===== src/hw/rtl/ssp_pkg.sv =====
// Shared types and constants for the servo speed pulse mapper.
package ssp_pkg;

   localparam int PULSE_W    = 12;
   localparam int SPEED_W    = 8;
   localparam int REQ_W      = 16;
   localparam int MAG_W      = 7;
   localparam int OUTCOME_W  = 2;
   localparam int CSR_IDX_W  = 2;
   localparam int CSR_DATA_W = 12;
   localparam int DIVIDEND_W = 19;
   localparam int DIVISOR_W  = 12;

   localparam logic [CSR_IDX_W-1:0] CSR_STOP   = 2'd0;
   localparam logic [CSR_IDX_W-1:0] CSR_FWD    = 2'd1;
   localparam logic [CSR_IDX_W-1:0] CSR_REV    = 2'd2;
   localparam logic [CSR_IDX_W-1:0] CSR_INVERT = 2'd3;

   localparam logic [OUTCOME_W-1:0] OUTCOME_APPLIED = 2'd0;
   localparam logic [OUTCOME_W-1:0] OUTCOME_IGNORED = 2'd1;
   localparam logic [OUTCOME_W-1:0] OUTCOME_RANGE   = 2'd2;

   localparam logic [PULSE_W-1:0] STOP_RESET = 12'd1500;
   localparam logic [PULSE_W-1:0] FWD_RESET  = 12'd2000;
   localparam logic [PULSE_W-1:0] REV_RESET  = 12'd1000;
   localparam logic [PULSE_W-1:0] PULSE_MAX  = 12'd4095;

   localparam logic [REQ_W-1:0] RAW_MIN = 16'd1000;
   localparam logic [REQ_W-1:0] RAW_MAX = 16'd2000;

   localparam logic signed [SPEED_W-1:0] SPEED_MAX  = 8'sd100;
   localparam logic signed [SPEED_W-1:0] SPEED_MIN  = -8'sd100;
   localparam logic signed [SPEED_W:0]   MIN_CHANGE = 9'sd3;
   localparam logic [MAG_W-1:0]          PERCENT    = 7'd100;

   typedef struct packed {
      logic                  start;
      logic [DIVIDEND_W-1:0] dividend;
      logic [DIVISOR_W-1:0]  divisor;
   } div_req_type;

   typedef struct packed {
      logic                  done;
      logic [DIVIDEND_W-1:0] quotient;
   } div_rsp_type;

endpackage


===== src/hw/rtl/ssp_ifs.sv =====
// Valid/ready channel interfaces for command and result items.
interface ssp_req_if;
   logic                             valid;
   logic                             ready;
   logic                             operation;
   logic signed [ssp_pkg::REQ_W-1:0] speed_request;
   logic [ssp_pkg::REQ_W-1:0]        raw_pulse_us;

   modport source (output valid, operation, speed_request, raw_pulse_us, input ready);
   modport sink   (input valid, operation, speed_request, raw_pulse_us, output ready);
endinterface

interface ssp_rsp_if;
   logic                               valid;
   logic                               ready;
   logic [ssp_pkg::PULSE_W-1:0]        pulse_out_us;
   logic [ssp_pkg::OUTCOME_W-1:0]      outcome;
   logic signed [ssp_pkg::SPEED_W-1:0] speed_now;

   modport source (output valid, pulse_out_us, outcome, speed_now, input ready);
   modport sink   (input valid, pulse_out_us, outcome, speed_now, output ready);
endinterface


===== src/hw/rtl/ssp_div.sv =====
// Restoring unsigned divider, one quotient bit per cycle.
module ssp_div (
   input  logic                 clock,
   input  logic                 reset,
   input  ssp_pkg::div_req_type div_req,
   output ssp_pkg::div_rsp_type div_rsp
);
   import ssp_pkg::*;

   localparam int CNT_W = $clog2(DIVIDEND_W + 1);

   logic [CNT_W-1:0]      cnt_ff, cnt_in;
   logic                  busy_ff, busy_in;
   logic                  done_ff, done_in;
   logic [DIVISOR_W-1:0]  rem_ff, rem_in;
   logic [DIVISOR_W-1:0]  divisor_ff, divisor_in;
   logic [DIVIDEND_W-1:0] quo_ff, quo_in;
   logic [DIVISOR_W:0]    shifted;
   logic [DIVISOR_W+1:0]  trial;
   logic                  qbit;

   always_comb begin
      shifted    = {rem_ff, quo_ff[DIVIDEND_W-1]};
      trial      = {1'b0, shifted} - {2'b00, divisor_ff};
      qbit       = ~trial[DIVISOR_W+1];
      cnt_in     = cnt_ff;
      busy_in    = busy_ff;
      done_in    = 1'b0;
      rem_in     = rem_ff;
      divisor_in = divisor_ff;
      quo_in     = quo_ff;
      if (div_req.start) begin
         rem_in     = '0;
         quo_in     = div_req.dividend;
         divisor_in = div_req.divisor;
         cnt_in     = CNT_W'(DIVIDEND_W);
         busy_in    = 1'b1;
      end else if (busy_ff) begin
         rem_in = qbit ? trial[DIVISOR_W-1:0] : shifted[DIVISOR_W-1:0];
         quo_in = {quo_ff[DIVIDEND_W-2:0], qbit};
         cnt_in = cnt_ff - 1'b1;
         if (cnt_ff == CNT_W'(1)) begin
            busy_in = 1'b0;
            done_in = 1'b1;
         end
      end
   end

   always_ff @(posedge clock) begin
      if (reset) begin
         cnt_ff  <= '0;
         busy_ff <= 1'b0;
         done_ff <= 1'b0;
      end else begin
         cnt_ff  <= cnt_in;
         busy_ff <= busy_in;
         done_ff <= done_in;
      end
      rem_ff     <= rem_in;
      divisor_ff <= divisor_in;
      quo_ff     <= quo_in;
   end

   assign div_rsp.done     = done_ff;
   assign div_rsp.quotient = quo_ff;

endmodule


===== src/hw/rtl/servo_speed_pulse_mapper_top.sv =====
// Top level: servo speed/raw pulse command mapper with shared multiply and divider.
//
//  channel   | dir | handshake         | payload
//  req_chan  | in  | valid/ready       | operation, speed_request, raw_pulse_us
//  rsp_chan  | out | valid/ready       | pulse_out_us, outcome, speed_now
//  csr_*     | in  | csr_we, no stall  | csr_index, csr_wdata
//
// Mapped items pass from accept through ST_MUL, which multiplies and starts the
// bit-serial divider, then ST_DIV and ST_RESP; ignored, out-of-range and trivial
// items go straight to ST_RESP. One item at a time; req_chan.ready is low while an
// item is in work or its result cannot yet be loaded. The result register holds
// until taken. Reset is synchronous and restores register defaults and held state.
module servo_speed_pulse_mapper_top (
   input  logic                              clock,
   input  logic                              reset,
   ssp_req_if.sink                           req_chan,
   ssp_rsp_if.source                         rsp_chan,
   input  logic                              csr_we,
   input  logic [ssp_pkg::CSR_IDX_W-1:0]     csr_index,
   input  logic [ssp_pkg::CSR_DATA_W-1:0]    csr_wdata
);
   import ssp_pkg::*;

   typedef enum logic [1:0] {ST_IDLE, ST_MUL, ST_DIV, ST_RESP} state_type;
   typedef enum logic {MODE_MAP, MODE_EST} mode_type;

   state_type                   state_ff, state_in;
   mode_type                    mode_ff, mode_in;
   logic [PULSE_W-1:0]          stop_ff, fwd_ff, rev_ff;
   logic                        invert_ff;
   logic signed [SPEED_W-1:0]   speed_held_ff, speed_held_in;
   logic [PULSE_W-1:0]          pulse_held_ff, pulse_held_in;
   logic [OUTCOME_W-1:0]        outcome_ff, outcome_in;
   logic                        neg_ff, neg_in;
   logic [PULSE_W-1:0]          mul_a_ff, mul_a_in;
   logic [MAG_W-1:0]            mul_b_ff, mul_b_in;
   logic [DIVISOR_W-1:0]        divisor_ff, divisor_in;
   logic                        rsp_valid_ff, rsp_valid_in;
   logic [PULSE_W-1:0]          rsp_pulse_ff, rsp_pulse_in;
   logic [OUTCOME_W-1:0]        rsp_outcome_ff, rsp_outcome_in;
   logic signed [SPEED_W-1:0]   rsp_speed_ff, rsp_speed_in;

   logic signed [REQ_W:0]       spd_ext, spd_dir;
   logic signed [SPEED_W-1:0]   spd_clamp, spd_abs;
   logic signed [SPEED_W:0]     spd_diff;
   logic                        small_change;
   logic signed [PULSE_W:0]     map_span, raw_off, est_span;
   logic                        raw_below, raw_in_range;
   logic [DIVIDEND_W-1:0]       quo;
   logic signed [PULSE_W+1:0]   map_sum;
   logic [PULSE_W-1:0]          map_pulse;
   logic [MAG_W-1:0]            est_mag;
   logic signed [SPEED_W-1:0]   est_speed;

   div_req_type                 div_req;
   div_rsp_type                 div_rsp;

   function automatic logic [PULSE_W-1:0] span_abs(input logic signed [PULSE_W:0] v);
      logic signed [PULSE_W:0] m;
      m = v[PULSE_W] ? -v : v;
      return m[PULSE_W-1:0];
   endfunction

   ssp_div u_div (
      .clock   (clock),
      .reset   (reset),
      .div_req (div_req),
      .div_rsp (div_rsp)
   );

   always_ff @(posedge clock) begin
      if (reset) begin
         stop_ff   <= STOP_RESET;
         fwd_ff    <= FWD_RESET;
         rev_ff    <= REV_RESET;
         invert_ff <= 1'b0;
      end else if (csr_we) begin
         unique case (csr_index)
            CSR_STOP:   stop_ff   <= csr_wdata;
            CSR_FWD:    fwd_ff    <= csr_wdata;
            CSR_REV:    rev_ff    <= csr_wdata;
            CSR_INVERT: invert_ff <= csr_wdata[0];
         endcase
      end
   end

   // speed command front end
   always_comb begin
      spd_ext = {req_chan.speed_request[REQ_W-1], req_chan.speed_request};
      spd_dir = invert_ff ? -spd_ext : spd_ext;
      if (spd_dir > (REQ_W+1)'(SPEED_MAX)) begin
         spd_clamp = SPEED_MAX;
      end else if (spd_dir < (REQ_W+1)'(SPEED_MIN)) begin
         spd_clamp = SPEED_MIN;
      end else begin
         spd_clamp = spd_dir[SPEED_W-1:0];
      end
      spd_abs      = spd_clamp[SPEED_W-1] ? -spd_clamp : spd_clamp;
      spd_diff     = {spd_clamp[SPEED_W-1], spd_clamp}
                   - {speed_held_ff[SPEED_W-1], speed_held_ff};
      small_change = (spd_diff < MIN_CHANGE) && (spd_diff > -MIN_CHANGE);
      map_span     = spd_clamp[SPEED_W-1] ? ({1'b0, rev_ff} - {1'b0, stop_ff})
                                          : ({1'b0, fwd_ff} - {1'b0, stop_ff});
   end

   // raw command front end
   always_comb begin
      raw_in_range = (req_chan.raw_pulse_us >= RAW_MIN) && (req_chan.raw_pulse_us <= RAW_MAX);
      raw_off      = {1'b0, req_chan.raw_pulse_us[PULSE_W-1:0]} - {1'b0, stop_ff};
      raw_below    = raw_off[PULSE_W];
      est_span     = raw_below ? ({1'b0, stop_ff} - {1'b0, rev_ff})
                               : ({1'b0, fwd_ff} - {1'b0, stop_ff});
   end

   // quotient post-processing
   always_comb begin
      quo     = div_rsp.quotient;
      map_sum = {2'b00, stop_ff}
              + (neg_ff ? -{2'b00, quo[PULSE_W-1:0]} : {2'b00, quo[PULSE_W-1:0]});
      if (map_sum[PULSE_W+1]) begin
         map_pulse = '0;
      end else if (map_sum[PULSE_W]) begin
         map_pulse = PULSE_MAX;
      end else begin
         map_pulse = map_sum[PULSE_W-1:0];
      end
      est_mag   = (quo > DIVIDEND_W'(PERCENT)) ? PERCENT : quo[MAG_W-1:0];
      est_speed = neg_ff ? -{1'b0, est_mag} : {1'b0, est_mag};
   end

   always_comb begin
      state_in       = state_ff;
      mode_in        = mode_ff;
      speed_held_in  = speed_held_ff;
      pulse_held_in  = pulse_held_ff;
      outcome_in     = outcome_ff;
      neg_in         = neg_ff;
      mul_a_in       = mul_a_ff;
      mul_b_in       = mul_b_ff;
      divisor_in     = divisor_ff;
      rsp_valid_in   = rsp_valid_ff && !rsp_chan.ready;
      rsp_pulse_in   = rsp_pulse_ff;
      rsp_outcome_in = rsp_outcome_ff;
      rsp_speed_in   = rsp_speed_ff;
      unique case (state_ff)
         ST_IDLE: begin
            if (req_chan.valid) begin
               outcome_in = OUTCOME_APPLIED;
               state_in   = ST_RESP;
               if (!req_chan.operation) begin
                  if (small_change) begin
                     outcome_in = OUTCOME_IGNORED;
                  end else begin
                     speed_held_in = spd_clamp;
                     if (spd_clamp == '0) begin
                        pulse_held_in = stop_ff;
                     end else begin
                        mode_in    = MODE_MAP;
                        neg_in     = map_span[PULSE_W];
                        mul_a_in   = span_abs(map_span);
                        mul_b_in   = spd_abs[MAG_W-1:0];
                        divisor_in = DIVISOR_W'(PERCENT);
                        state_in   = ST_MUL;
                     end
                  end
               end else if (!raw_in_range) begin
                  outcome_in = OUTCOME_RANGE;
               end else begin
                  pulse_held_in = req_chan.raw_pulse_us[PULSE_W-1:0];
                  if (raw_off == '0 || est_span == '0) begin
                     speed_held_in = '0;
                  end else begin
                     mode_in    = MODE_EST;
                     neg_in     = est_span[PULSE_W] ^ raw_below;
                     mul_a_in   = span_abs(raw_off);
                     mul_b_in   = PERCENT;
                     divisor_in = span_abs(est_span);
                     state_in   = ST_MUL;
                  end
               end
            end
         end
         ST_MUL: begin
            state_in = ST_DIV;
         end
         ST_DIV: begin
            if (div_rsp.done) begin
               if (mode_ff == MODE_MAP) begin
                  pulse_held_in = map_pulse;
               end else begin
                  speed_held_in = est_speed;
               end
               state_in = ST_RESP;
            end
         end
         ST_RESP: begin
            if (!rsp_valid_ff || rsp_chan.ready) begin
               rsp_valid_in   = 1'b1;
               rsp_pulse_in   = pulse_held_ff;
               rsp_outcome_in = outcome_ff;
               rsp_speed_in   = speed_held_ff;
               state_in       = ST_IDLE;
            end
         end
      endcase
   end

   always_ff @(posedge clock) begin
      if (reset) begin
         state_ff      <= ST_IDLE;
         speed_held_ff <= '0;
         pulse_held_ff <= STOP_RESET;
         rsp_valid_ff  <= 1'b0;
      end else begin
         state_ff      <= state_in;
         speed_held_ff <= speed_held_in;
         pulse_held_ff <= pulse_held_in;
         rsp_valid_ff  <= rsp_valid_in;
      end
      mode_ff        <= mode_in;
      outcome_ff     <= outcome_in;
      neg_ff         <= neg_in;
      mul_a_ff       <= mul_a_in;
      mul_b_ff       <= mul_b_in;
      divisor_ff     <= divisor_in;
      rsp_pulse_ff   <= rsp_pulse_in;
      rsp_outcome_ff <= rsp_outcome_in;
      rsp_speed_ff   <= rsp_speed_in;
   end

   assign div_req.start    = (state_ff == ST_MUL);
   assign div_req.dividend = DIVIDEND_W'(mul_a_ff) * DIVIDEND_W'(mul_b_ff);
   assign div_req.divisor  = divisor_ff;

   assign req_chan.ready        = (state_ff == ST_IDLE);
   assign rsp_chan.valid        = rsp_valid_ff;
   assign rsp_chan.pulse_out_us = rsp_pulse_ff;
   assign rsp_chan.outcome      = rsp_outcome_ff;
   assign rsp_chan.speed_now    = rsp_speed_ff;

`ifndef ASSERT_OFF
   a_one_item: assert property (@(posedge clock) disable iff (reset)
      (req_chan.valid && req_chan.ready) |=> !req_chan.ready)
      else $error("new item accepted while previous item in work");

   a_speed_range: assert property (@(posedge clock) disable iff (reset)
      rsp_chan.valid |-> (rsp_chan.speed_now <= SPEED_MAX && rsp_chan.speed_now >= SPEED_MIN))
      else $error("reported speed outside -100..100");

   a_div_done: assert property (@(posedge clock) disable iff (reset)
      div_rsp.done |-> (state_ff == ST_DIV))
      else $error("divider finished outside divide phase");
`endif

endmodule

===== src/flat_wrapper.sv =====
// flat-port wrapper written by rule: the top's interface ports become plain ports
module servo_speed_pulse_mapper_top_flat import ssp_pkg::*;
  (clock, reset, csr_we, csr_index, csr_wdata, req_chan_valid, req_chan_operation, req_chan_speed_request, req_chan_raw_pulse_us, req_chan_ready, rsp_chan_valid, rsp_chan_pulse_out_us, rsp_chan_outcome, rsp_chan_speed_now, rsp_chan_ready);
  ssp_req_if req_chan_i ();
  ssp_rsp_if rsp_chan_i ();
  input  logic clock;
  input  logic reset;
  input  logic csr_we;
  input  logic [ssp_pkg::CSR_IDX_W-1:0] csr_index;
  input  logic [ssp_pkg::CSR_DATA_W-1:0] csr_wdata;
  input wire logic [$bits(req_chan_i.valid)-1:0] req_chan_valid;
  input wire logic [$bits(req_chan_i.operation)-1:0] req_chan_operation;
  input wire logic [$bits(req_chan_i.speed_request)-1:0] req_chan_speed_request;
  input wire logic [$bits(req_chan_i.raw_pulse_us)-1:0] req_chan_raw_pulse_us;
  output wire logic [$bits(req_chan_i.ready)-1:0] req_chan_ready;
  output wire logic [$bits(rsp_chan_i.valid)-1:0] rsp_chan_valid;
  output wire logic [$bits(rsp_chan_i.pulse_out_us)-1:0] rsp_chan_pulse_out_us;
  output wire logic [$bits(rsp_chan_i.outcome)-1:0] rsp_chan_outcome;
  output wire logic [$bits(rsp_chan_i.speed_now)-1:0] rsp_chan_speed_now;
  input wire logic [$bits(rsp_chan_i.ready)-1:0] rsp_chan_ready;
  assign req_chan_i.valid = req_chan_valid;
  assign req_chan_i.operation = req_chan_operation;
  assign req_chan_i.speed_request = req_chan_speed_request;
  assign req_chan_i.raw_pulse_us = req_chan_raw_pulse_us;
  assign req_chan_ready = req_chan_i.ready;
  assign rsp_chan_valid = rsp_chan_i.valid;
  assign rsp_chan_pulse_out_us = rsp_chan_i.pulse_out_us;
  assign rsp_chan_outcome = rsp_chan_i.outcome;
  assign rsp_chan_speed_now = rsp_chan_i.speed_now;
  assign rsp_chan_i.ready = rsp_chan_ready;
  servo_speed_pulse_mapper_top u_core (.clock(clock), .reset(reset), .req_chan(req_chan_i), .rsp_chan(rsp_chan_i), .csr_we(csr_we), .csr_index(csr_index), .csr_wdata(csr_wdata));
endmodule

===== config.mk =====
export PLATFORM = sky130hd
export DESIGN_NAME = servo_speed_pulse_mapper_top_flat
export DESIGN_NICKNAME = d
export VERILOG_FILES = /design/src/hw/rtl/ssp_pkg.sv /design/src/hw/rtl/ssp_ifs.sv /design/src/hw/rtl/ssp_div.sv /design/src/hw/rtl/servo_speed_pulse_mapper_top.sv /design/src/flat_wrapper.sv
export SDC_FILE = /design/constraint.sdc
export NUM_CORES = 1
export LEC_CHECK = 0
export ABC_AREA = 1
export BUFFER_PORTS_ARGS = -buffer_cell sky130_fd_sc_hd__buf_2
export CELL_PAD_IN_SITES_DETAIL_PLACEMENT = 2
export CELL_PAD_IN_SITES_GLOBAL_PLACEMENT = 2
export CORE_MARGIN = 1
export CORE_UTILIZATION = 30
export DETAILED_ROUTE_END_ITERATION = 10
export PLACE_DENSITY = 0.75
export SLEW_MARGIN = 20
export SYNTH_ARGS = -nofsm -noshare
export SYNTH_HDL_FRONTEND = slang
export SYNTH_HIERARCHICAL = 1
export SYNTH_SLANG_ARGS = --single-unit

===== constraint.sdc =====
create_clock -name clock -period 5.84 [get_ports clock]
set_input_delay 1.168 -clock clock [delete_from_list [all_inputs] [get_ports clock]]
set_output_delay 1.168 -clock clock [all_outputs]
set_load 0.03 [all_outputs]

==> out/results.ini, run 1 <==
[status]
status=complete, no violations

[finish]
drive_gt1_share_pct=10.01
nNetsFinal=2493
fin_util_pct=34.58
design_area_um2=17450
synthToLayoutAreaGrowth_pct=12.95
diodes=0

[clocking]
clock_latency_ns=0.49
cts_sinks=167
clock_path_buffers=2
root_buffer=clkbuf_16
htree_levels=4
cts.reportedPaths.clkPinSlew_ns=0.07
cts_tree=built
cts_made_buffers=17

[logic_synthesis]
avgSynthCellArea_um2=7.125
synth_flop_cell=edfxtp_1
seq_area_frac_synth_pct=27.33
synth_fp_nets=2408
syn_inst=2169
async_flop_share_pct=0
synth_edf_count=88
netlist_area_um2=15450
yosys_warnings=6
ys_ff_latch=167
synthDistinctLibCells=60

[min_path]
hold_class=reg2reg
hold-path-cell-count=0
hold_end=u_core/u_div/divisor_ff[10]$_DFFE_PP_
min-delay-start=u_core/divisor_ff[10]$_SDFFCE_PN0P_

[floorplanning]
die_x_um=229.0
die-height_um=229.0
initial_core_util_pct=30.61
dieArea_um2=52420
io_pins=76
num_rows=82
coreArea_um2=50480

[sta]
slew_violations=0
hold_slack_ns=0.4232
fmax_ghz=0.1822
tightest_slew_ns=1.100
fin_crit_ns=5.487
fin_skew_ns=0.01227
fin_crit_sh_pct=93.96
slew_headroom_pct=26.56
setup_violations=0
hold_violations=0

[detailed_routing]
drtIter0Drc=587
via_per_inst=5.056
ant_nets=0
routed-via-count=14860
dr.pass1.iters=5
finalWirelength_mm=56.78
drc=0
wl_per_cell_um=19.32

[critical_path]
worst_path_max_delay_cell=edfxtp_1
rr_startpoint=u_core/mul_b_ff[4]$_SDFFCE_PP0P_
crit_type=reg2reg
cp.arrival_ns=5.73
required_ns=6.08
r2r_setup_slack_ns=0.35
critPathTopFamily=adder cells
crit_buf_inv=1
cp_common_cell=nand2_1
startpoint_type=register
endpoint_kind=register
path_depth=22
crit_chain=nand2_1, fa_1, fa_1, fa_1, inv_1, fa_1, ha_1, a21o_1, a21oi_1, o21ai_0, a21oi_1, o21bai_1, nand2_1, nand2_1, a21oi_1, o21ai_0, a21oi_1, nor2_1, nor2_1, xor2_1, nand2_1, nand2_1
timing.rr.end=u_core/u_div/quo_ff[18]$_DFFE_PP_
reg2reg_depth=22
slowest_delay_ns=0.66
path_max_fanout=12

[placement]
placed_area_um2=16740
dp_hpwl_mm=46.59
port_buffers=75
gp_congestion=0.8708

[global_route]
grtUsageTotal_pct=21.86
grt_first_pass_wirelength_mm=89.64
grt_pass1_vias=16680
antenna_found_initial=0
grt_max_degree=50
grt.overflow.total=0

[power]
leakage_uw=0.008709
p_per_area_nw_per_um2=486.5
vdd_drop_max_v=0.0002156

[job]
maxCapViolations=0

## cells in the mapped netlist (3+ instances only)
cell      instances  area share (%)
nor2_2            4            0.16
nand4_1          36             1.5
nand3_1         123             4.0
o21ai_0         125             4.0
or2_2             8            0.32
buf_6             3            0.22
a31oi_1           8            0.32
a21oi_1         150             4.9
fa_1             56             7.3
o22ai_1           5            0.20
dfxtp_1          79              10
a221oi_1          4            0.23
a21boi_0          3            0.15
nand3_2           9            0.58
nor2_4            4            0.29
a21o_1            7            0.34
ha_1            131              11
xnor2_1          17            0.96
clkbuf_1         44             1.1
nand2_2          18            0.73
clkinv_1          5            0.12
buf_2             7            0.23
nand2_4           3            0.22
o32ai_1           3            0.17
nor2_1          137             3.3
nand3b_1          6            0.29
xor2_1           58             3.3
nor3_1           31             1.0
buf_1             3           0.073
nand2_1         524              13
inv_1           371             9.0
a211oi_1          3            0.15
inv_2            13            0.32
o211ai_1         18            0.87
o31ai_1           6            0.29
o21bai_1          9            0.44
edfxtp_1         88              17
o21ai_1          18            0.58
nor4_1            6            0.24
## worst max-delay path by stage
stage	end	startpoint	slack (ns)
after CTS	u_core/mul_a_ff[11]$_DFFE_PP_	req_chan_speed_request[1]	0.17
final	u_core/u_div/quo_ff[18]$_DFFE_PP_	u_core/mul_b_ff[4]$_SDFFCE_PP0P_	0.35
after detailed placement	u_core/divisor_ff[11]$_SDFFCE_PN0P_	req_chan_speed_request[1]	-0.32
after floorplan	u_core/divisor_ff[0]$_SDFFCE_PN0P_	req_chan_speed_request[0]	0.25
after global routing	u_core/mul_a_ff[11]$_DFFE_PP_	req_chan_speed_request[1]	-0.004
after global placement	u_core/divisor_ff[6]$_SDFFCE_PN1P_	req_chan_speed_request[0]	0.06
## final cells by class
class | instances | area (um2)
flip-flops and latches | 167 | 4224
well taps | 672 | 840.8
clock buffers | 18 | 439.2
repair buffers | 125 | 750.7
inverters | 389 | 1460
multi-input cells | 1554 | 9532
clock inverters | 14 | 207.7
fillers | 6063 | 33020
## repair_timing
action	4_1_cts	5_1_grt
gates resized for setup	0	1
hold buffers	0	0
setup buffers	0	6
hold endpoints to repair	0	0
setup endpoints to repair	0	34
## report_power, final
group,internal (uW),switching [uW],leakage [uW]
Combinational,1860,3410,0.00692
Sequential,1650,289,0.00146
Clock,739,548,0.000321
## kinds of logic (layout without fill, tap and decap cells)
kind of cell,Yosys count,count (layout),share of synthesized area (%)
simple gates,918,918,25.81
buf+inv,449,546,11.26
compound gates,371,372,13.35
fa+ha+maj,187,187,17.86
flops,167,167,27.33
xor+xnor,75,75,4.251
mux,2,2,0.1295
## per-layer routing
layer  track usage (%)  part of all wire, %  vias to the layer above  wire, um
li1                  -                    -                     7205         -
met1             25.82                   44                     7403     24720
met2             40.24                   51                      177     29180
met3             2.819                  2.2                       76      1275
met4             7.583                  2.8                        0      1605
met5                 0                    0                        -         0
## cell usage in the layout, fill, tap and decap left out, types with 18 or more instances in the layout
cell / Yosys / final
nand2_1: 524 / 524
inv_1: 371 / 370
a21oi_1: 150 / 148
nor2_1: 137 / 136
ha_1: 131 / 131
o21ai_0: 125 / 125
nand3_1: 123 / 123
edfxtp_1: 88 / 88
dfxtp_1: 79 / 79
buf_2: 7 / 75
xor2_1: 58 / 58
fa_1: 56 / 56
buf_4: 2 / 50
nand4_1: 36 / 36
nor3_1: 31 / 30
nand2_2: 18 / 18
o211ai_1: 18 / 18
## worst register-to-register path, cell delays in order (launching register included)
cell and delay, ns:
edfxtp_1 0.66, nand2_1 0.16, fa_1 0.50, fa_1 0.53
fa_1 0.54, inv_1 0.05, fa_1 0.50, ha_1 0.36
a21o_1 0.13, a21oi_1 0.08, o21ai_0 0.33, a21oi_1 0.12
o21bai_1 0.20, nand2_1 0.07, nand2_1 0.06, a21oi_1 0.10
o21ai_0 0.30, a21oi_1 0.11, nor2_1 0.10, nor2_1 0.05
xor2_1 0.14, nand2_1 0.10, nand2_1 0.06
## state kept, by name (all words and copies together), names as in the netlist, 2 cells and up
register and cells:
u_core/divisor_ff 12, u_core/fwd_ff 12, u_core/mul_a_ff 12, u_core/mul_b_ff 7
u_core/outcome_ff 2, u_core/pulse_held_ff 12, u_core/rev_ff 12, u_core/rsp_chan.outcome 2
u_core/rsp_chan.pulse_out_us 12, u_core/rsp_chan.speed_now 8, u_core/speed_held_ff 8, u_core/state_ff 2
u_core/stop_ff 12, u_core/u_div/cnt_ff 5, u_core/u_div/divisor_ff 12, u_core/u_div/quo_ff 19
u_core/u_div/rem_ff 12
## per-stage QoR
| stage | worst slack (ns) | instances | total power [uW] | setup TNS (ns) |
|---|---|---|---|---|
| 2_1_floorplan | 0.2514 | 2169 | 5551 | 0 |
| 3_3_place_gp | 0.06408 | 2900 | 6883 | 0 |
| 3_5_place_dp | -0.3204 | 2900 | 7203 | -10.49 |
| 4_1_cts | 0.1672 | 2932 | 8581 | 0 |
| 5_1_grt | -0.003677 | 2939 | 9263 | -0.03052 |
| 6_report | 0.3528 | 2939 | 8492 | 0 |
No activity file was read; power rests on OpenSTA's default activity.
==> run 2, diff against run 1 <==
--- a/config.mk
+++ b/config.mk
@@ -12,7 +12,7 @@
 export CORE_MARGIN = 1
 export CORE_UTILIZATION = 30
 export DETAILED_ROUTE_END_ITERATION = 10
-export PLACE_DENSITY = 0.75
+export PLACE_DENSITY = 0.68
 export SLEW_MARGIN = 20
 export SYNTH_ARGS = -nofsm -noshare
 export SYNTH_HDL_FRONTEND = slang
==> out/results.ini, run 2 (synthesis gave the netlist of run 1 again) <==
[global_route]
grt_first_pass_wirelength_mm=88.81  ; -0.92%
grtUsageTotal_pct=21.85  ; about the same
grt_max_degree=58  ; +16%
grt.overflow.total=0  ; unchanged
grt_pass1_vias=16450  ; -1.4%
antenna_found_initial=1  ; +1

[critical_path]
crit_path_start=u_core/mul_b_ff[4]$_SDFFCE_PP0P_
required_ns=6.08  ; about the same
startpoint_type=register
crit_end=u_core/u_div/quo_ff[18]$_DFFE_PP_
crit_type=reg2reg
endpoint_kind=register
timing.rr.end=u_core/u_div/quo_ff[18]$_DFFE_PP_
cp.arrival_ns=5.61  ; -0.12 ns
rr_startpoint=u_core/mul_b_ff[4]$_SDFFCE_PP0P_
reg2reg_depth=22  ; unchanged
path_max_fanout=12  ; unchanged
r2r_setup_slack_ns=0.46  ; +0.11 ns

[clocking]
clock_latency_ns=0.49  ; about the same
clock_path_buffers=2  ; unchanged
cts.reportedPaths.clkPinSlew_ns=0.07  ; about the same
root_buffer=clkbuf_16
cts_made_buffers=17  ; unchanged
cts_tree=built
cts_sinks=167  ; unchanged
htree_levels=4  ; unchanged

[power]
clockPowerShare_pct=14.4  ; -0.8 points
p_int_uw=4119  ; -3.0%
p_total_uw=8328  ; -1.9%
p_per_area_nw_per_um2=475.7  ; -2.2%
vdd_drop_max_v=0.0002280  ; +5.8%
leakage_uw=0.008748  ; +0.45%
comb_power_share_pct=62.4  ; +0.4 points
power.net_switching_uw=4209  ; -0.83%
swShare_pct=50.54  ; +0.56 points
p_seq_share_pct=23.1  ; +0.2 points

[sta]
setup_violations=0  ; unchanged
fin_skew_ns=0.01404  ; +0.001770 ns
fmax_ghz=0.1860  ; +2.1%
fin_crit_ns=5.377  ; -0.1104 ns
fin_crit_sh_pct=92.07  ; -1.9 points
hold_violations=0  ; unchanged
tightest_slew_ns=1.116  ; +0.01547 ns
slew_headroom_pct=25.53  ; -1.0 points
tns_ns=0  ; unchanged
slew_violations=0  ; unchanged
rsz0062_at_grt=false

[status]
status=complete, no violations

[floorplanning]
num_rows=82  ; unchanged
initial_core_util_pct=30.61  ; unchanged
dieArea_um2=52420  ; unchanged
io_pins=76  ; unchanged
coreArea_um2=50480  ; unchanged
die_x_um=229.0  ; unchanged
die-height_um=229.0  ; unchanged

[placement]
port_buffers=75  ; unchanged
dp_hpwl_mm=46.08  ; -1.1%
gp_congestion=0.8362  ; -4.0%

[finish]
largest_register_ffs=19  ; unchanged
drive_gt1_share_pct=10.50  ; +0.48 points
layout_commonest_cell=nand2_1
top_register=u_core/u_div/quo_ff
nNetsFinal=2503  ; +0.40%
mostFrequentLayoutCells=nand2_1, inv_1, a21oi_1
synthToLayoutAreaGrowth_pct=13.29

[detailed_routing]
dr.pass1.iters=4  ; -1
finalWirelength_mm=56.04  ; -1.3%
wl_per_cell_um=19.00  ; -1.7%
ant_nets=0  ; unchanged
via_per_inst=5.017  ; -0.79%
drc=0  ; unchanged
routed-via-count=14800  ; -0.42%
drtIter0Drc=503  ; -14%

[job]
maxCapViolations=0  ; unchanged

[min_path]
hold_class=reg2reg

## run 2: final cells by class
cell class	count	area, um2
well taps	672	840.8
flip-flops and latches	167	4224
clock inverters	15	177.7
multi-input cells	1554	9539
repair buffers	135	838.3
inverters	389	1460
fillers	6096	32970
diodes	1	2.502
clock buffers	17	425.4
## run 2: per-layer routing
metal / part of all wire, % / vias up / track usage (%) / wire length (um)
met1: 44 / 7406 / 26.21 / 24760
met3: 2.2 / 48 / 2.757 / 1226
met2: 52 / 129 / 40.52 / 29110
met4: 1.7 / 0 / 5.875 / 948
li1: - / 7216 / - / -
met5: 0 / - / 0 / 0
## run 2: power groups by stage
stage                     Sequential, uW  Combinational, uW  Clock [uW]
final                               1930               5200        1200
after global routing                1960               5920        1280
after CTS                           1940               5260        1250
after detailed placement            1970               5210           0
after global placement              1950               4990           0
after floorplan                     1860               3690           0
## run 2: worst min-delay path by stage
stage                     cells after the start                               endpoint                                start
after floorplan                               0   u_core/rsp_chan.outcome[0]$_DFFE_PP_   u_core/outcome_ff[0]$_SDFFCE_PP0P_
after global placement                        0  u_core/u_div/divisor_ff[10]$_DFFE_PP_  u_core/divisor_ff[10]$_SDFFCE_PN0P_
final                                         0   u_core/rsp_chan.outcome[1]$_DFFE_PP_   u_core/outcome_ff[1]$_SDFFCE_PN0P_
after global routing                          0  u_core/u_div/divisor_ff[10]$_DFFE_PP_  u_core/divisor_ff[10]$_SDFFCE_PN0P_
after detailed placement                      0   u_core/u_div/divisor_ff[6]$_DFFE_PP_   u_core/divisor_ff[6]$_SDFFCE_PN1P_
after CTS                                     0   u_core/rsp_chan.outcome[1]$_DFFE_PP_   u_core/outcome_ff[1]$_SDFFCE_PN0P_
## run 2: per-stage QoR
| step | hold WS [ns] | instance area [um2] | setup slack [ns] | util (%) | cells |
|---|---|---|---|---|---|
| finish | 0.4237 | 17510 | 0.4632 | 34.68 | 2950 |
| global route | 0.4367 | 17510 | 0.01939 | 34.68 | 2949 |
| CTS | 0.4208 | 17370 | 0.2462 | 34.41 | 2935 |
| detailed placement | 0.4083 | 16770 | -0.2485 | 33.22 | 2903 |
| global placement | 0.4048 | 16770 | 0.01406 | 33.21 | 2903 |
| floorplan | 0.4003 | 15460 | 0.2514 | - | 2169 |
## run 2: critical path: stages, from the launching register on
cell and delay [ns]:
edfxtp_1 0.69, nand2_1 0.14, fa_1 0.48, fa_1 0.52, fa_1 0.55, inv_1 0.06
fa_1 0.49, ha_1 0.35, a21o_1 0.13, a21oi_1 0.09, o21ai_0 0.27, a21oi_1 0.11
o21bai_1 0.20, nand2_1 0.07, nand2_1 0.06, a21oi_1 0.08, o21ai_0 0.30, a21oi_1 0.12
nor2_1 0.10, nor2_1 0.05, xor2_1 0.14, nand2_1 0.08, nand2_1 0.05
## run 2: repair_timing
action,in CTS,in global routing
resized for setup,0,3
buffers inserted,0,13
hold buffers,0,0
endpoints found under the hold margin,0,0
setup endpoints to repair,0,45
==> run 3, diff against run 2 <==
--- a/config.mk
+++ b/config.mk
@@ -7,12 +7,11 @@
 export LEC_CHECK = 0
 export ABC_AREA = 1
 export BUFFER_PORTS_ARGS = -buffer_cell sky130_fd_sc_hd__buf_2
-export CELL_PAD_IN_SITES_DETAIL_PLACEMENT = 2
-export CELL_PAD_IN_SITES_GLOBAL_PLACEMENT = 2
 export CORE_MARGIN = 1
 export CORE_UTILIZATION = 30
 export DETAILED_ROUTE_END_ITERATION = 10
-export PLACE_DENSITY = 0.68
+export PLACE_DENSITY = 0.42
+export REMOVE_ABC_BUFFERS = 1
 export SLEW_MARGIN = 20
 export SYNTH_ARGS = -nofsm -noshare
 export SYNTH_HDL_FRONTEND = slang
==> out/results.ini, run 3 (synthesis gave the netlist of run 1 again) <==
[status]
status=complete, no violations

[power]
leakage_uw=0.008722  ; -0.29%
clockPowerShare_pct=15.1  ; +0.7 points
swShare_pct=48.62  ; -1.9 points
power.net_switching_uw=3953  ; -6.1%
p_per_area_nw_per_um2=465.3  ; -2.2%
comb_power_share_pct=61.0  ; -1.4 points
vdd_drop_max_v=0.0002771  ; +22%
p_total_uw=8131  ; -2.4%
p_int_uw=4178  ; +1.4%
p_seq_share_pct=23.9  ; +0.8 points

[clocking]
cts_resized=0  ; unchanged
root_buffer=clkbuf_16
clock_path_buffers=2  ; unchanged
clock_latency_ns=0.48  ; about the same
cts_sinks=167  ; unchanged
cts.reportedPaths.clkPinSlew_ns=0.07  ; about the same
cts_made_buffers=17  ; unchanged
cts_tree=built
htree_levels=4  ; unchanged

[global_route]
grtUsageMet3_pct=2.707  ; -0.050 points
grt_first_pass_wirelength_mm=77.82  ; -12%
grtUsageTotal_pct=19.28  ; -2.6 points
grt.busiest_layer=met2
grtUsageMet2_pct=32.91  ; -7.6 points
antenna_found_initial=0  ; -1
grtUsageMet1_pct=24.38  ; -1.8 points
grt.overflow.total=0  ; unchanged
grt_max_degree=58  ; unchanged
grt_pass1_vias=14070  ; -14%

[finish]
regArea_um2=4224  ; unchanged
final_cells=2943  ; -0.24%
drive_gt1_share_pct=10.04  ; -0.46 points
top_register=u_core/u_div/quo_ff
largest_register_ffs=19  ; unchanged
mostFrequentLayoutCells=nand2_1, inv_1, a21oi_1
diodes=0  ; -1
nNetsFinal=2497  ; -0.24%
synthToLayoutAreaGrowth_pct=13.08
multi_input_area_um2=9520  ; -0.20%
layout_commonest_cell=nand2_1
n_fill_cell=5491  ; -9.9%

[sta]
tightest_slew_ns=1.057  ; -0.05930 ns
fmax_ghz=0.1862  ; +0.14%
fin_skew_ns=0.01255  ; -0.001489 ns
slew_headroom_pct=29.48  ; +4.0 points
fin_crit_ns=5.370  ; -0.007261 ns
slew_violations=0  ; unchanged
hold_violations=0  ; unchanged
setup_violations=0  ; unchanged
fin_crit_sh_pct=91.94  ; -0.12 points
rsz0062_at_grt=false

[detailed_routing]
routed-via-count=14090  ; -4.8%
via_per_inst=4.788  ; -4.6%
drtIter0Drc=733  ; +46%
wl_per_cell_um=16.65  ; -12%
finalWirelength_mm=49.00  ; -13%
drc=0  ; unchanged
ant_nets=0  ; unchanged
dr.pass1.iters=7  ; +3

[floorplanning]
die_x_um=229.0  ; unchanged
initial_core_util_pct=30.61  ; unchanged
coreArea_um2=50480  ; unchanged
io_pins=76  ; unchanged
num_rows=82  ; unchanged
die-height_um=229.0  ; unchanged
dieArea_um2=52420  ; unchanged

[critical_path]
startpoint_type=register
cp.arrival_ns=5.72  ; +0.11 ns
path_max_fanout=7  ; -5
crit_type=reg2reg
required_ns=6.19  ; +0.11 ns
r2r_setup_slack_ns=0.47  ; about the same
endpoint_kind=register

[placement]
placedCellCount=2902  ; -0.034%
gp_congestion=0.8908  ; +6.5%
port_buffers=75  ; unchanged
dp_hpwl_mm=39.91  ; -13%

[min_path]
hold_class=reg2reg

[job]
maxCapViolations=0  ; unchanged

run 3: cell types whose count changed in the layout (fill, tap and decap cells not counted), moves of 2 or more:
cell / before / now
clkinv_4: 0 / 3
buf_4: 59 / 54
inv_8: 3 / 1
inv_6: 6 / 3
clkinv_8: 3 / 0
clkbuf_1: 0 / 2
bufinv_16: 1 / 3
clkbuf_8: 0 / 2
run 3: final cells by class:
cell class | instances | share of cell area (%)
Multi-Input combinational cell | 1553 | 54.48
Sequential cell | 167 | 24.17
Inverter | 389 | 8.355
Tap cell | 672 | 4.811
Timing Repair Buffer | 130 | 4.625
Clock buffer | 21 | 2.635
Clock inverter | 11 | 0.9236
run 3: what timing repair did:
item | 4_1_cts | 5_1_grt
endpoints found under the hold margin | 0 | 0
endpoints found under the setup margin | 0 | 2
buffers inserted | 0 | 8
hold buffers | 0 | 0
run 3: worst paths after layout:
check	start	endpoint	cells after the start
setup reg to reg	u_core/mul_b_ff[2]$_SDFFCE_PP1P_	u_core/u_div/quo_ff[18]$_DFFE_PP_	25
hold / removal	u_core/outcome_ff[0]$_SDFFCE_PP0P_	u_core/rsp_chan.outcome[0]$_DFFE_PP_	0
hold reg to reg	u_core/outcome_ff[0]$_SDFFCE_PP0P_	u_core/rsp_chan.outcome[0]$_DFFE_PP_	0
setup / recovery	u_core/mul_b_ff[2]$_SDFFCE_PP1P_	u_core/u_div/quo_ff[18]$_DFFE_PP_	25
run 3: worst max-delay path, cell delays in order (launching register included):
cell      delay, ns
edfxtp_1       0.49
buf_4          0.22
nand2_1        0.06
inv_1          0.06
fa_1           0.50
inv_1          0.05
fa_1           0.46
fa_1           0.55
inv_1          0.06
fa_1           0.47
ha_1           0.34
a21o_1         0.19
a21oi_1        0.19
o21ai_0        0.17
a21oi_1        0.17
o21bai_1       0.11
nand2_1        0.07
nand2_1        0.05
a21oi_1        0.19
o21ai_0        0.16
a21oi_1        0.16
nor2_1         0.05
nor2_1         0.10
xor2_1         0.20
nand2_1        0.08
nand2_1        0.08
run 3: power by group through the flow:
| stage | Sequential [uW] | Combinational [uW] | Clock (uW) |
|---|---|---|---|
| after floorplan | 1870 | 3630 | 0 |
| after global placement | 1980 | 4960 | 0 |
| after detailed placement | 1980 | 4950 | 0 |
| after CTS | 1950 | 5000 | 1280 |
| after global routing | 1980 | 5710 | 1320 |
| final | 1940 | 4960 | 1230 |
run 3: routing by layer:
metal / up-vias / routed length, um / part of all wire (%)
li1: 7198 / - / -
met1: 6595 / 22640 / 46
met2: 239 / 23280 / 48
met3: 58 / 1432 / 2.9
met4: 0 / 1653 / 3.4
met5: - / 0 / 0
run 3: stage by stage:
| stage | instance area, um2 | hold slack, ns | TNS [ns] | setup slack, ns | utilization [%] |
|---|---|---|---|---|---|
| floorplan | 15170 | 0.4003 | -31.15 | -0.9440 | - |
| global placement | 16760 | 0.4060 | 0 | 0.05047 | 33.20 |
| detailed placement | 16770 | 0.4084 | -0.8869 | -0.03061 | 33.21 |
| CTS | 17390 | 0.4247 | 0 | 0.2665 | 34.45 |
| global route | 17480 | 0.4365 | 0 | 0.04238 | 34.62 |
| finish | 17480 | 0.4210 | 0 | 0.4704 | 34.62 |
